`src/design/sbsp_pkg.sv`:
```
`default_nettype none

package sbsp_pkg;

  // Header byte that opens every status packet.
  localparam logic [7:0] HDR_BYTE = 8'hFF;
  // Smallest legal length field (error byte plus checksum byte).
  localparam logic [7:0] MIN_LEN  = 8'd2;
  // Depth of the queue between the parser and the output stage.
  localparam int unsigned QueueDepth = 2;
  localparam int unsigned QueuePtrW  = (QueueDepth > 1) ? $clog2(QueueDepth) : 1;
  localparam int unsigned QueueCntW  = $clog2(QueueDepth + 1);

  // Result kinds as they appear on the output channel.
  typedef enum logic [2:0] {
    KIND_PARAM  = 3'd0,
    KIND_OK     = 3'd1,
    KIND_BADHDR = 3'd2,
    KIND_BADLEN = 3'd3,
    KIND_BADSUM = 3'd4
  } kind_e;

  // Parser phases, one-hot.
  typedef enum logic [6:0] {
    PH_HUNT1 = 7'b0000001,
    PH_HUNT2 = 7'b0000010,
    PH_ID    = 7'b0000100,
    PH_LEN   = 7'b0001000,
    PH_ERR   = 7'b0010000,
    PH_PARAM = 7'b0100000,
    PH_CSUM  = 7'b1000000
  } phase_e;

  // One result item as it travels through the queue.
  typedef struct packed {
    kind_e       kind;
    logic [7:0]  data;
    logic [7:0]  packet_id;
    logic [6:0]  error_flags;
    logic        last;
  } sbsp_res_t;

  // Handshake between the queue and the output stage.
  typedef struct packed {
    logic      valid;
    sbsp_res_t res;
  } sbsp_qout_t;

endpackage

`default_nettype wire

```
`src/design/sbsp_if.sv`:
```
`default_nettype none

// Channel that carries received bus bytes.
interface sbsp_in_if;
  logic       valid;
  logic       ready;
  logic [7:0] rx_byte;

  modport source (output valid, output rx_byte, input ready);
  modport sink   (input valid, input rx_byte, output ready);
endinterface

// Channel that carries parser results.
interface sbsp_out_if;
  logic       valid;
  logic       ready;
  logic [2:0] kind;
  logic [7:0] data;
  logic [7:0] packet_id;
  logic [6:0] error_flags;
  logic       last;

  modport source (output valid, output kind, output data, output packet_id,
                  output error_flags, output last, input ready);
  modport sink   (input valid, input kind, input data, input packet_id,
                  input error_flags, input last, output ready);
endinterface

`default_nettype wire

```
`src/design/sbsp_front.sv`:
```
`default_nettype none

module sbsp_front (
  input  wire                  clk_i,
  input  wire                  rst_ni,
  input  wire                  valid_i,
  input  wire  [7:0]           rx_byte_i,
  input  wire                  space_i,
  output logic                 ready_o,
  output logic                 push_o,
  output sbsp_pkg::sbsp_res_t  res_o
);
  import sbsp_pkg::*;

  phase_e      phase_q, phase_d;
  logic [7:0]  id_q, id_d;
  logic [6:0]  flags_q, flags_d;
  logic [7:0]  left_q, left_d;
  logic [7:0]  sum_q, sum_d;
  logic        accept;
  logic [7:0]  sum_add;

  assign ready_o = space_i;
  assign accept  = valid_i && space_i;
  assign sum_add = sum_q + rx_byte_i;

  // Phase step and result classification for one accepted byte.
  always_comb begin
    phase_d = phase_q;
    id_d    = id_q;
    flags_d = flags_q;
    left_d  = left_q;
    sum_d   = sum_q;
    push_o  = 1'b0;
    res_o   = '{kind: KIND_PARAM, data: 8'd0, packet_id: 8'd0,
                error_flags: 7'd0, last: 1'b0};
    if (accept) begin
      case (phase_q)
        PH_HUNT2: begin
          if (rx_byte_i == HDR_BYTE) begin
            phase_d = PH_ID;
          end else begin
            phase_d       = PH_HUNT1;
            push_o        = 1'b1;
            res_o.kind    = KIND_BADHDR;
            res_o.last    = 1'b1;
          end
        end
        PH_ID: begin
          id_d    = rx_byte_i;
          sum_d   = rx_byte_i;
          flags_d = 7'd0;
          phase_d = PH_LEN;
        end
        PH_LEN: begin
          sum_d = sum_add;
          if (rx_byte_i < MIN_LEN) begin
            phase_d         = PH_HUNT1;
            push_o          = 1'b1;
            res_o.kind      = KIND_BADLEN;
            res_o.packet_id = id_q;
            res_o.last      = 1'b1;
          end else begin
            left_d  = rx_byte_i - MIN_LEN;
            phase_d = PH_ERR;
          end
        end
        PH_ERR: begin
          flags_d = rx_byte_i[6:0];
          sum_d   = sum_add;
          phase_d = (left_q == 8'd0) ? PH_CSUM : PH_PARAM;
        end
        PH_PARAM: begin
          sum_d             = sum_add;
          left_d            = left_q - 8'd1;
          if (left_q == 8'd1) begin
            phase_d = PH_CSUM;
          end
          push_o            = 1'b1;
          res_o.kind        = KIND_PARAM;
          res_o.data        = rx_byte_i;
          res_o.packet_id   = id_q;
          res_o.error_flags = flags_q;
        end
        PH_CSUM: begin
          phase_d           = PH_HUNT1;
          push_o            = 1'b1;
          res_o.kind        = (rx_byte_i == ~sum_q) ? KIND_OK : KIND_BADSUM;
          res_o.packet_id   = id_q;
          res_o.error_flags = flags_q;
          res_o.last        = 1'b1;
        end
        default: begin
          phase_d = (rx_byte_i == HDR_BYTE) ? PH_HUNT2 : PH_HUNT1;
        end
      endcase
    end
  end

  // Parser state registers.
  always_ff @(posedge clk_i or negedge rst_ni) begin
    if (!rst_ni) begin
      phase_q <= PH_HUNT1;
      id_q    <= 8'd0;
      flags_q <= 7'd0;
      left_q  <= 8'd0;
      sum_q   <= 8'd0;
    end else begin
      phase_q <= phase_d;
      id_q    <= id_d;
      flags_q <= flags_d;
      left_q  <= left_d;
      sum_q   <= sum_d;
    end
  end

  // A result is only ever produced by an accepted byte.
  a_push_on_accept: assert property (@(posedge clk_i) disable iff (!rst_ni)
    push_o |-> accept)
    else $error("result pushed without an accepted byte");

  // Status results close a packet and parameter bytes never do.
  a_last_kind: assert property (@(posedge clk_i) disable iff (!rst_ni)
    push_o |-> (res_o.last == (res_o.kind != KIND_PARAM)))
    else $error("last flag does not match result kind");

  // The parameter phase is entered only with bytes still to come.
  a_param_left: assert property (@(posedge clk_i) disable iff (!rst_ni)
    (phase_q == PH_PARAM) |-> (left_q != 8'd0))
    else $error("parameter phase with no bytes left");

endmodule

`default_nettype wire

```
`src/design/sbsp_queue.sv`:
```
`default_nettype none

module sbsp_queue (
  input  wire                  clk_i,
  input  wire                  rst_ni,
  input  wire                  push_i,
  input  sbsp_pkg::sbsp_res_t  res_i,
  output logic                 space_o,
  input  wire                  pop_i,
  output sbsp_pkg::sbsp_qout_t head_o
);
  import sbsp_pkg::*;

  sbsp_res_t                mem_q [QueueDepth];
  logic [QueuePtrW-1:0]     wr_ptr_q, wr_ptr_d;
  logic [QueuePtrW-1:0]     rd_ptr_q, rd_ptr_d;
  logic [QueueCntW-1:0]     count_q, count_d;

  assign space_o      = (count_q != QueueCntW'(QueueDepth));
  assign head_o.valid = (count_q != '0);
  assign head_o.res   = mem_q[rd_ptr_q];

  // Pointer and fill count update.
  always_comb begin
    wr_ptr_d = wr_ptr_q;
    rd_ptr_d = rd_ptr_q;
    count_d  = count_q;
    if (push_i) begin
      wr_ptr_d = (wr_ptr_q == QueuePtrW'(QueueDepth - 1)) ? '0 : wr_ptr_q + 1'b1;
    end
    if (pop_i) begin
      rd_ptr_d = (rd_ptr_q == QueuePtrW'(QueueDepth - 1)) ? '0 : rd_ptr_q + 1'b1;
    end
    if (push_i && !pop_i) begin
      count_d = count_q + 1'b1;
    end else if (!push_i && pop_i) begin
      count_d = count_q - 1'b1;
    end
  end

  always_ff @(posedge clk_i or negedge rst_ni) begin
    if (!rst_ni) begin
      wr_ptr_q <= '0;
      rd_ptr_q <= '0;
      count_q  <= '0;
    end else begin
      wr_ptr_q <= wr_ptr_d;
      rd_ptr_q <= rd_ptr_d;
      count_q  <= count_d;
    end
  end

  // Entry storage.
  always_ff @(posedge clk_i) begin
    if (push_i) begin
      mem_q[wr_ptr_q] <= res_i;
    end
  end

  // Never pop an empty queue.
  a_no_underflow: assert property (@(posedge clk_i) disable iff (!rst_ni)
    pop_i |-> (count_q != '0))
    else $error("queue popped while empty");

  // Never push a full queue.
  a_no_overflow: assert property (@(posedge clk_i) disable iff (!rst_ni)
    push_i |-> space_o)
    else $error("queue pushed while full");

endmodule

`default_nettype wire

```
`src/design/sbsp_back.sv`:
```
`default_nettype none

module sbsp_back (
  input  wire                  clk_i,
  input  wire                  rst_ni,
  input  sbsp_pkg::sbsp_qout_t head_i,
  output logic                 pop_o,
  sbsp_out_if.source           res_o
);
  import sbsp_pkg::*;

  logic      valid_q, valid_d;
  sbsp_res_t res_q;

  // Load the output register from a valid queue head whenever it is empty or being taken.
  assign pop_o   = head_i.valid && (!valid_q || res_o.ready);
  assign valid_d = pop_o ? 1'b1 : (res_o.ready ? 1'b0 : valid_q);

  always_ff @(posedge clk_i or negedge rst_ni) begin
    if (!rst_ni) begin
      valid_q <= 1'b0;
    end else begin
      valid_q <= valid_d;
    end
  end

  always_ff @(posedge clk_i) begin
    if (pop_o) begin
      res_q <= head_i.res;
    end
  end

  // Drive the output channel from the register.
  assign res_o.valid       = valid_q;
  assign res_o.kind        = res_q.kind;
  assign res_o.data        = res_q.data;
  assign res_o.packet_id   = res_q.packet_id;
  assign res_o.error_flags = res_q.error_flags;
  assign res_o.last        = res_q.last;

endmodule

`default_nettype wire

```
`src/design/servo_bus_status_packet_parser.sv`:
```
// Path: a byte accepted at a clock edge writes its result into the queue at
// that same edge; the result then moves into the output register, from which
// the receiver takes it.
// Throughput: one byte per cycle while the queue has space; the two-entry
// queue and the output register let input and output stall independently.
// Reset (rst_ni, asynchronous, active low) returns the parser to header hunting
// and empties the queue and the output register.
`default_nettype none

module servo_bus_status_packet_parser (
  input  wire         clk_i,
  input  wire         rst_ni,
  sbsp_in_if.sink     rx_i,
  sbsp_out_if.source  res_o
);
  import sbsp_pkg::*;

  logic       space;
  logic       push;
  logic       pop;
  sbsp_res_t  front_res;
  sbsp_qout_t head;

  // Byte parser and classifier.
  sbsp_front u_front (
    .clk_i     (clk_i),
    .rst_ni    (rst_ni),
    .valid_i   (rx_i.valid),
    .rx_byte_i (rx_i.rx_byte),
    .space_i   (space),
    .ready_o   (rx_i.ready),
    .push_o    (push),
    .res_o     (front_res)
  );

  // Result queue.
  sbsp_queue u_queue (
    .clk_i   (clk_i),
    .rst_ni  (rst_ni),
    .push_i  (push),
    .res_i   (front_res),
    .space_o (space),
    .pop_i   (pop),
    .head_o  (head)
  );

  // Output register stage.
  sbsp_back u_back (
    .clk_i  (clk_i),
    .rst_ni (rst_ni),
    .head_i (head),
    .pop_o  (pop),
    .res_o  (res_o)
  );

endmodule

`default_nettype wire

```
`src/flat_wrapper.sv`:
```
// flat-port wrapper written by rule: the top's interface ports become plain ports
module servo_bus_status_packet_parser_flat import sbsp_pkg::*;
  (clk_i, rst_ni, rx_i_valid, rx_i_rx_byte, rx_i_ready, res_o_valid, res_o_kind, res_o_data, res_o_packet_id, res_o_error_flags, res_o_last, res_o_ready);
  sbsp_in_if rx_i_i ();
  sbsp_out_if res_o_i ();
  input  wire clk_i;
  input  wire rst_ni;
  input wire logic [$bits(rx_i_i.valid)-1:0] rx_i_valid;
  input wire logic [$bits(rx_i_i.rx_byte)-1:0] rx_i_rx_byte;
  output wire logic [$bits(rx_i_i.ready)-1:0] rx_i_ready;
  output wire logic [$bits(res_o_i.valid)-1:0] res_o_valid;
  output wire logic [$bits(res_o_i.kind)-1:0] res_o_kind;
  output wire logic [$bits(res_o_i.data)-1:0] res_o_data;
  output wire logic [$bits(res_o_i.packet_id)-1:0] res_o_packet_id;
  output wire logic [$bits(res_o_i.error_flags)-1:0] res_o_error_flags;
  output wire logic [$bits(res_o_i.last)-1:0] res_o_last;
  input wire logic [$bits(res_o_i.ready)-1:0] res_o_ready;
  assign rx_i_i.valid = rx_i_valid;
  assign rx_i_i.rx_byte = rx_i_rx_byte;
  assign rx_i_ready = rx_i_i.ready;
  assign res_o_valid = res_o_i.valid;
  assign res_o_kind = res_o_i.kind;
  assign res_o_data = res_o_i.data;
  assign res_o_packet_id = res_o_i.packet_id;
  assign res_o_error_flags = res_o_i.error_flags;
  assign res_o_last = res_o_i.last;
  assign res_o_i.ready = res_o_ready;
  servo_bus_status_packet_parser u_core (.clk_i(clk_i), .rst_ni(rst_ni), .rx_i(rx_i_i), .res_o(res_o_i));
endmodule
```
`config.mk`:
```
export PLATFORM = sky130hd
export DESIGN_NAME = servo_bus_status_packet_parser_flat
export DESIGN_NICKNAME = d
export VERILOG_FILES = /design/src/design/sbsp_pkg.sv /design/src/design/sbsp_if.sv /design/src/design/sbsp_front.sv /design/src/design/sbsp_queue.sv /design/src/design/sbsp_back.sv /design/src/design/servo_bus_status_packet_parser.sv /design/src/flat_wrapper.sv
export SDC_FILE = /design/constraint.sdc
export NUM_CORES = 1
export LEC_CHECK = 0
export ABC_AREA = 1
export BUFFER_PORTS_ARGS = -buffer_cell sky130_fd_sc_hd__buf_2
export CAP_MARGIN = 20
export CELL_PAD_IN_SITES_DETAIL_PLACEMENT = 2
export CELL_PAD_IN_SITES_GLOBAL_PLACEMENT = 2
export CORE_UTILIZATION = 38
export CTS_CLUSTER_SIZE = 10
export DETAILED_ROUTE_END_ITERATION = 6
export PLACE_DENSITY = 0.85
export SLEW_MARGIN = 20
export SYNTH_ARGS = -nofsm -noshare
export SYNTH_HDL_FRONTEND = slang
export SYNTH_SLANG_ARGS = --single-unit
```
`constraint.sdc`:
```
create_clock -name clk_i -period 4.1 [get_ports clk_i]
set_input_delay 0.41 -clock clk_i [delete_from_list [all_inputs] [get_ports clk_i]]
set_output_delay 0.41 -clock clk_i [all_outputs]
set_load 0.01 [all_outputs]
```
==> results of run 1 <==
## metal layers
layer	share of wire (%)	track usage [%]	wire length [microns]
met1	41	27.3	7360
met2	53	44.5	9410
met3	2.3	4.79	417
met4	3.4	11.5	600
met5	0	0	0
## area by class of cell
cell class	count	area, sq um	area share [%]
clock inverter	15	174	2.56
tap	184	230	3.38
multi-input combinational	415	2000	29.5
timing repair buffer	44	253	3.72
clock buffer	17	425	6.25
sequential	124	3510	51.6
inverter	55	206	3.03
## how the worst max path moves through the flow
stage,start,endpoint,depth (start not counted)
6_report,u_core.u_queue.count_q[0],u_core.u_queue.mem_q[0][1],10
5_1_grt,u_core.u_queue.count_q[0],u_core.u_queue.mem_q[0][23],10
4_1_cts,u_core.u_queue.count_q[0],u_core.u_queue.mem_q[0][21],9
3_5_place_dp,rx_i_rx_byte[2],u_core.u_queue.mem_q[0][18],10
3_3_place_gp,rx_i_rx_byte[2],u_core.u_queue.mem_q[0][19],10
2_1_floorplan,u_core.u_back.res_o.valid,u_core.u_queue.count_q[1],8
## sequential cells by signal, indices dropped and copies added (netlist names)
name / flops
u_core.u_back.res_o.data: 8
u_core.u_back.res_o.error_flags: 7
u_core.u_back.res_o.packet_id: 8
u_core.u_front.id_q: 8
u_core.u_front.flags_q: 7
u_core.u_back.res_o.valid: 1
u_core.u_queue.rd_ptr_q: 1
u_core.u_front.left_q: 8
u_core.u_queue.wr_ptr_q: 1
u_core.u_front.sum_q: 8
u_core.u_back.res_o.kind: 3
u_core.u_back.res_o.last: 1
u_core.u_queue.mem_q: 54
u_core.u_queue.count_q: 2
u_core.u_front.phase_q: 7
## metrics by stage
stage / total power [mW] / cells
4_1_cts: 4.48 / 853
3_5_place_dp: 2.91 / 821
3_3_place_gp: 2.78 / 821
2_1_floorplan: 2.47 / 609
6_report: 4.42 / 854
5_1_grt: 4.65 / 854
## worst max-delay path: cells and delay by family (launching register included)
kind                   cells  cell delay [ns]
and+or+nand+nor            4             0.71
buffers and inverters      6             1.23
DFF                        1             0.41
## Yosys cell counts, types with 2 or more instances
master	instances	share of area (%)
edfxtp_1	81	42
nand2_1	227	15
o22ai_1	2	0.22
nand2_4	2	0.39
nor2_4	5	0.97
xor2_1	7	1.1
o21ai_0	27	2.3
buf_4	3	0.39
dfrtp_1	42	18
nor2_1	46	3.0
nand3_1	31	2.7
inv_2	6	0.39
xnor2_1	3	0.45
clkinv_1	2	0.13
ha_1	11	2.4
buf_2	5	0.43
nand3_4	2	0.61
nor3_1	8	0.69
nor2_2	3	0.32
clkbuf_1	6	0.39
nand4_1	4	0.43
o21ai_1	7	0.61
nand2_2	9	0.97
a21oi_1	13	1.1
inv_1	47	3.0
## logic make-up (layout without fill, tap and decap cells)
kind of cell,after synthesis,after routing
XOR/XNOR,10,10
AO/OA/AOI/OAI,52,52
AND/OR/NAND/NOR,341,341
buffers and inverters,70,131
flip-flops,124,124
adder cells (fa/ha/maj),12,12
## power by group through the flow
stage	clock (mW)	combinational, mW	sequential (mW)
6_report	1.53	1.11	1.78
5_1_grt	1.60	1.25	1.80
4_1_cts	1.56	1.14	1.78
3_5_place_dp	0	1.11	1.80
3_3_place_gp	0	1.01	1.77
2_1_floorplan	0	0.634	1.83
==> results.ini, run 1 <==
[finish]
final_common_cell = nand2_1
nNetsFinal = 681
layout-area-overhead-vs-synth_pct = 17.5
n_antenna_cell = 0
n_fill_cell = 1545
post-route-util_pct = 46.3
layout-drive-gt1-share_pct = 16.0
fin_area_sq_um = 6800
final_cell_mix = nand2_1, edfxtp_1, inv_1, nor2_1, dfrtp_1

[clock_network]
ctsRootBufferMaster = clkbuf_16
cts_tree = done
clkSinkCount = 124
cts-buffers-inserted = 17
cts.path.max_buffers = 2
ctsHoldBuffers = 0
postCtsResizedCells = 0
path_clk_slew_ns = 0.06
clkLatencyLatePin_ns = 0.43
post_cts_buffers = 0
htree_levels = 4

[synthesis]
synthAdderAreaFrac_pct = 2.72
synth-edff-count = 81
synth_compound_area_share_pct = 4.69
synth_nets = 633
synth_warnings = 0
yosys-mux-area-fraction_pct = 0
yosys.area_share.simple_pct = 25.5
ys_seq_area_share_pct = 60.6
synth_top_family_by_area = simple AND/OR/NAND/NOR gates
synthesis.area_sq_um = 5790
synth_xor_area_share_pct = 1.51
synth_seq_cells = 124
synth_ff_type = edfxtp_1
synth_cell_type_count = 35
netlist_instances = 609
synthArstFlopShare_pct = 34.7
syn_area_per_cell_sq_um = 9.50

[critical_path]
reg2reg_depth = 10
reg2reg_slack_ns = 1.48
endpoint_kind = register
critPathMaxStageDelay_ns = 0.41
timing.rr.start = u_core.u_queue.count_q[0]
cp_cell_sequence = inv_2 -> nand2_1 -> nand2_1 -> inv_1 -> buf_4 -> nand2_1 -> inv_2 -> nand2_1 -> clkinv_1 -> buf_16
path_class = register to register
cp_data_required_time_ns = 4.27
worstPathMaxFanout = 29
r2r-end = u_core.u_queue.mem_q[0][1]
arrival_ns = 2.79
startpoint_type = register
cp_common_cell = nand2_1
slowest_stage = dfrtp_1

[floorplan]
rows = 44
coreArea_sq_um = 14700
die_w_microns = 125
die-area_sq_um = 15700
die_h_microns = 125
start_util_pct = 39.4
ios = 41

[timing]
maxSlewViolCount = 0
setup_viol = 0
worst_pin_slew_ns = 1.06
setup_ws_ns = 1.48
finClkSkew_ns = 0.0140
min_period_ns = 2.62
fin_crit_sh_pct = 63.9
finalHoldViolations = 8
relSlewSlack_pct = 29.0
max_freq_ghz = 0.382
tns_ns = 0
rsz0062_at_grt = false
whs_ns = -0.00986

[place]
gp_congestion = 0.862
place_area_sq_um = 6170
place_hpwl_microns = 12500
port_buffers = 40
pre_cts_slack_ns = 1.13

[power]
peakVddDrop_uv = 322
power.share.clock_pct = 34.6
power_switching_mw = 1.48
p_int_mw = 2.94
seqPwrFrac_pct = 40.2
combPwrFrac_pct = 25.2
power_density_nw_per_um2 = 650
swShare_pct = 33.4
p_leak_nw = 3.07

[run_status]
violations = hold timing
status = finished, violations left

[routing]
drcViolationCount = 0
dr.pass1.iters = 6
drtIter0Drc = 245
wirelength_microns = 17800
vias = 4468
ant_nets = 0
viasPerCell = 5.23
wl_per_cell_microns = 20.8

[global_routing]
gr-total-overflow = 0
grt_pass1_vias = 5029
track_usage_pct = 24.4
grt_pass1_wl_microns = 28300
antenna_found_initial = 0
grt_max_degree = 44

[worst_hold_path]
hold_class = primary input to async pin

[flow_run]
drv_cap = 0

Power figures use the tool's default switching activity.
==> run 2, diff against run 1 <==
==> constraint.sdc (replaced) <==
create_clock -name clk_i -period 2.6 [get_ports clk_i]
set_input_delay 0.26 -clock clk_i [delete_from_list [all_inputs] [get_ports clk_i]]
set_output_delay 0.26 -clock clk_i [all_outputs]
set_load 0.01 [all_outputs]
==> results.ini, run 2 (synthesis gave the netlist of run 1 again) <==
[global_routing]
grt_pass1_wl_microns = 29300
gr-total-overflow = 0
grt_max_degree = 44
grt_pass1_vias = 5129
track_usage_pct = 25.3
antenna_found_initial = 0

[routing]
dr.pass1.iters = 7
wirelength_microns = 18500
drtIter0Drc = 315
wl_per_cell_microns = 21.6
viasPerCell = 5.30
drcViolationCount = 3
ant_nets = 0
vias = 4553

[floorplan]
start_util_pct = 39.4
coreArea_sq_um = 14700
die_h_microns = 125
rows = 44
die-area_sq_um = 15700
die_w_microns = 125
ios = 41

[clock_network]
ctsHoldBuffers = 0
cts_tree = done
cts-buffers-inserted = 17
post_cts_buffers = 0
htree_levels = 4
ctsRootBufferMaster = clkbuf_16
cts.path.max_buffers = 2
clkSinkCount = 124
clkLatencyLatePin_ns = 0.43
path_clk_slew_ns = 0.06
postCtsResizedCells = 0

[place]
port_buffers = 40
gp_congestion = 0.867
place_inst = 826
pre_cts_slack_ns = 0.277
place_hpwl_microns = 12800

[finish]
final_common_cell = nand2_1
n_antenna_cell = 0
largest_register_ffs = 54
final_cell_mix = nand2_1, edfxtp_1, inv_1, nor2_1, dfrtp_1
layout-drive-gt1-share_pct = 16.3
n_fill_cell = 1580
nNetsFinal = 686
multi_input_area_sq_um = 2000
regMostFlops = u_core.u_queue.mem_q
layout-area-overhead-vs-synth_pct = 18.2
area.sequential_sq_um = 3510
fin_cells = 859

[power]
p_leak_nw = 3.10
power_density_nw_per_um2 = 1040
peakVddDrop_uv = 469

[timing]
finClkSkew_ns = 0.00836
fin_crit_sh_pct = 93.2
min_period_ns = 2.42
setup_ws_ns = 0.177
worst_pin_slew_ns = 0.816
relSlewSlack_pct = 45.3
finalHoldViolations = 0
rsz0062_at_grt = false
max_freq_ghz = 0.413
tns_ns = 0
maxSlewViolCount = 0
setup_viol = 0

[flow_run]
drv_cap = 0

[run_status]
violations = DRC
status = finished, violations left

[critical_path]
endpoint_kind = register
cp_data_required_time_ns = 2.68
cp_cell_sequence = nor2_4 -> nand2_2 -> nor2_1 -> nand2_1 -> nand3_1 -> nand2_1 -> inv_2 -> nand2_1 -> inv_1 -> buf_4
slowest_stage = dfrtp_1
worstPathMaxFanout = 27
startpoint_type = register
arrival_ns = 2.50
path_class = register to register
cp_common_cell = nand2_1
critPathMaxStageDelay_ns = 0.43

[worst_hold_path]
hold_class = primary input to register

[run 2: worst max-delay path, delay by kind of cell (launching register included)]
family                 cells  cell delay, ns
DFF                        1            0.43
buffers and inverters      3            0.56
and+or+nand+nor            7            1.08
[run 2: worst paths after layout]
kind                                                to  slack [ns]                       from  cells past startpoint
max in group asynchronous    u_core.u_front.flags_q[0]        1.80                     rst_ni                      2
min reg2reg                    u_core.u_front.sum_q[6]        0.50    u_core.u_front.sum_q[6]                      2
min in group asynchronous      u_core.u_front.sum_q[4]        0.39                     rst_ni                      2
max                        u_core.u_queue.mem_q[0][17]        0.18  u_core.u_front.phase_q[6]                     10
min                          u_core.u_back.res_o.valid        0.04                res_o_ready                      2
max reg2reg                u_core.u_queue.mem_q[0][17]        0.18  u_core.u_front.phase_q[6]                     10
[run 2: where the power goes]
part | switching (mW) | total (mW) | leakage (nW) | internal [mW]
Combinational | 1.21 | 1.76 | 1.47 | 0.557
Sequential | 0.216 | 2.80 | 1.34 | 2.59
Clock | 0.950 | 2.56 | 0.292 | 1.61
[run 2: cell type report]
class	instances	area share, %
clock inverters	14	2.84
multi-input cells	415	29.2
inverters	55	3.02
well taps	184	3.37
flip-flops and latches	124	51.3
repair buffers	49	3.99
clock buffers	18	6.28
[run 2: metal layers]
layer	global-route usage, %	routed length, microns	up-vias
li1	-	-	2094
met1	28.9	7680	2325
met2	46.8	9900	98
met3	4.28	494	36
met4	10.5	456	0
met5	0	0	-
[run 2: per-stage QoR]
stage / util [%] / hold WS (ns) / area, sq um / total power [mW]
after floorplan: - / -0.0356 / 5790 / 3.89
after global placement: 42.2 / 0.463 / 6200 / 4.39
after detailed placement: 42.2 / 0.475 / 6200 / 4.58
after CTS: 46.4 / 0.0233 / 6830 / 7.18
after global routing: 46.5 / 0.0447 / 6840 / 7.44
final: 46.5 / 0.0369 / 6840 / 7.12
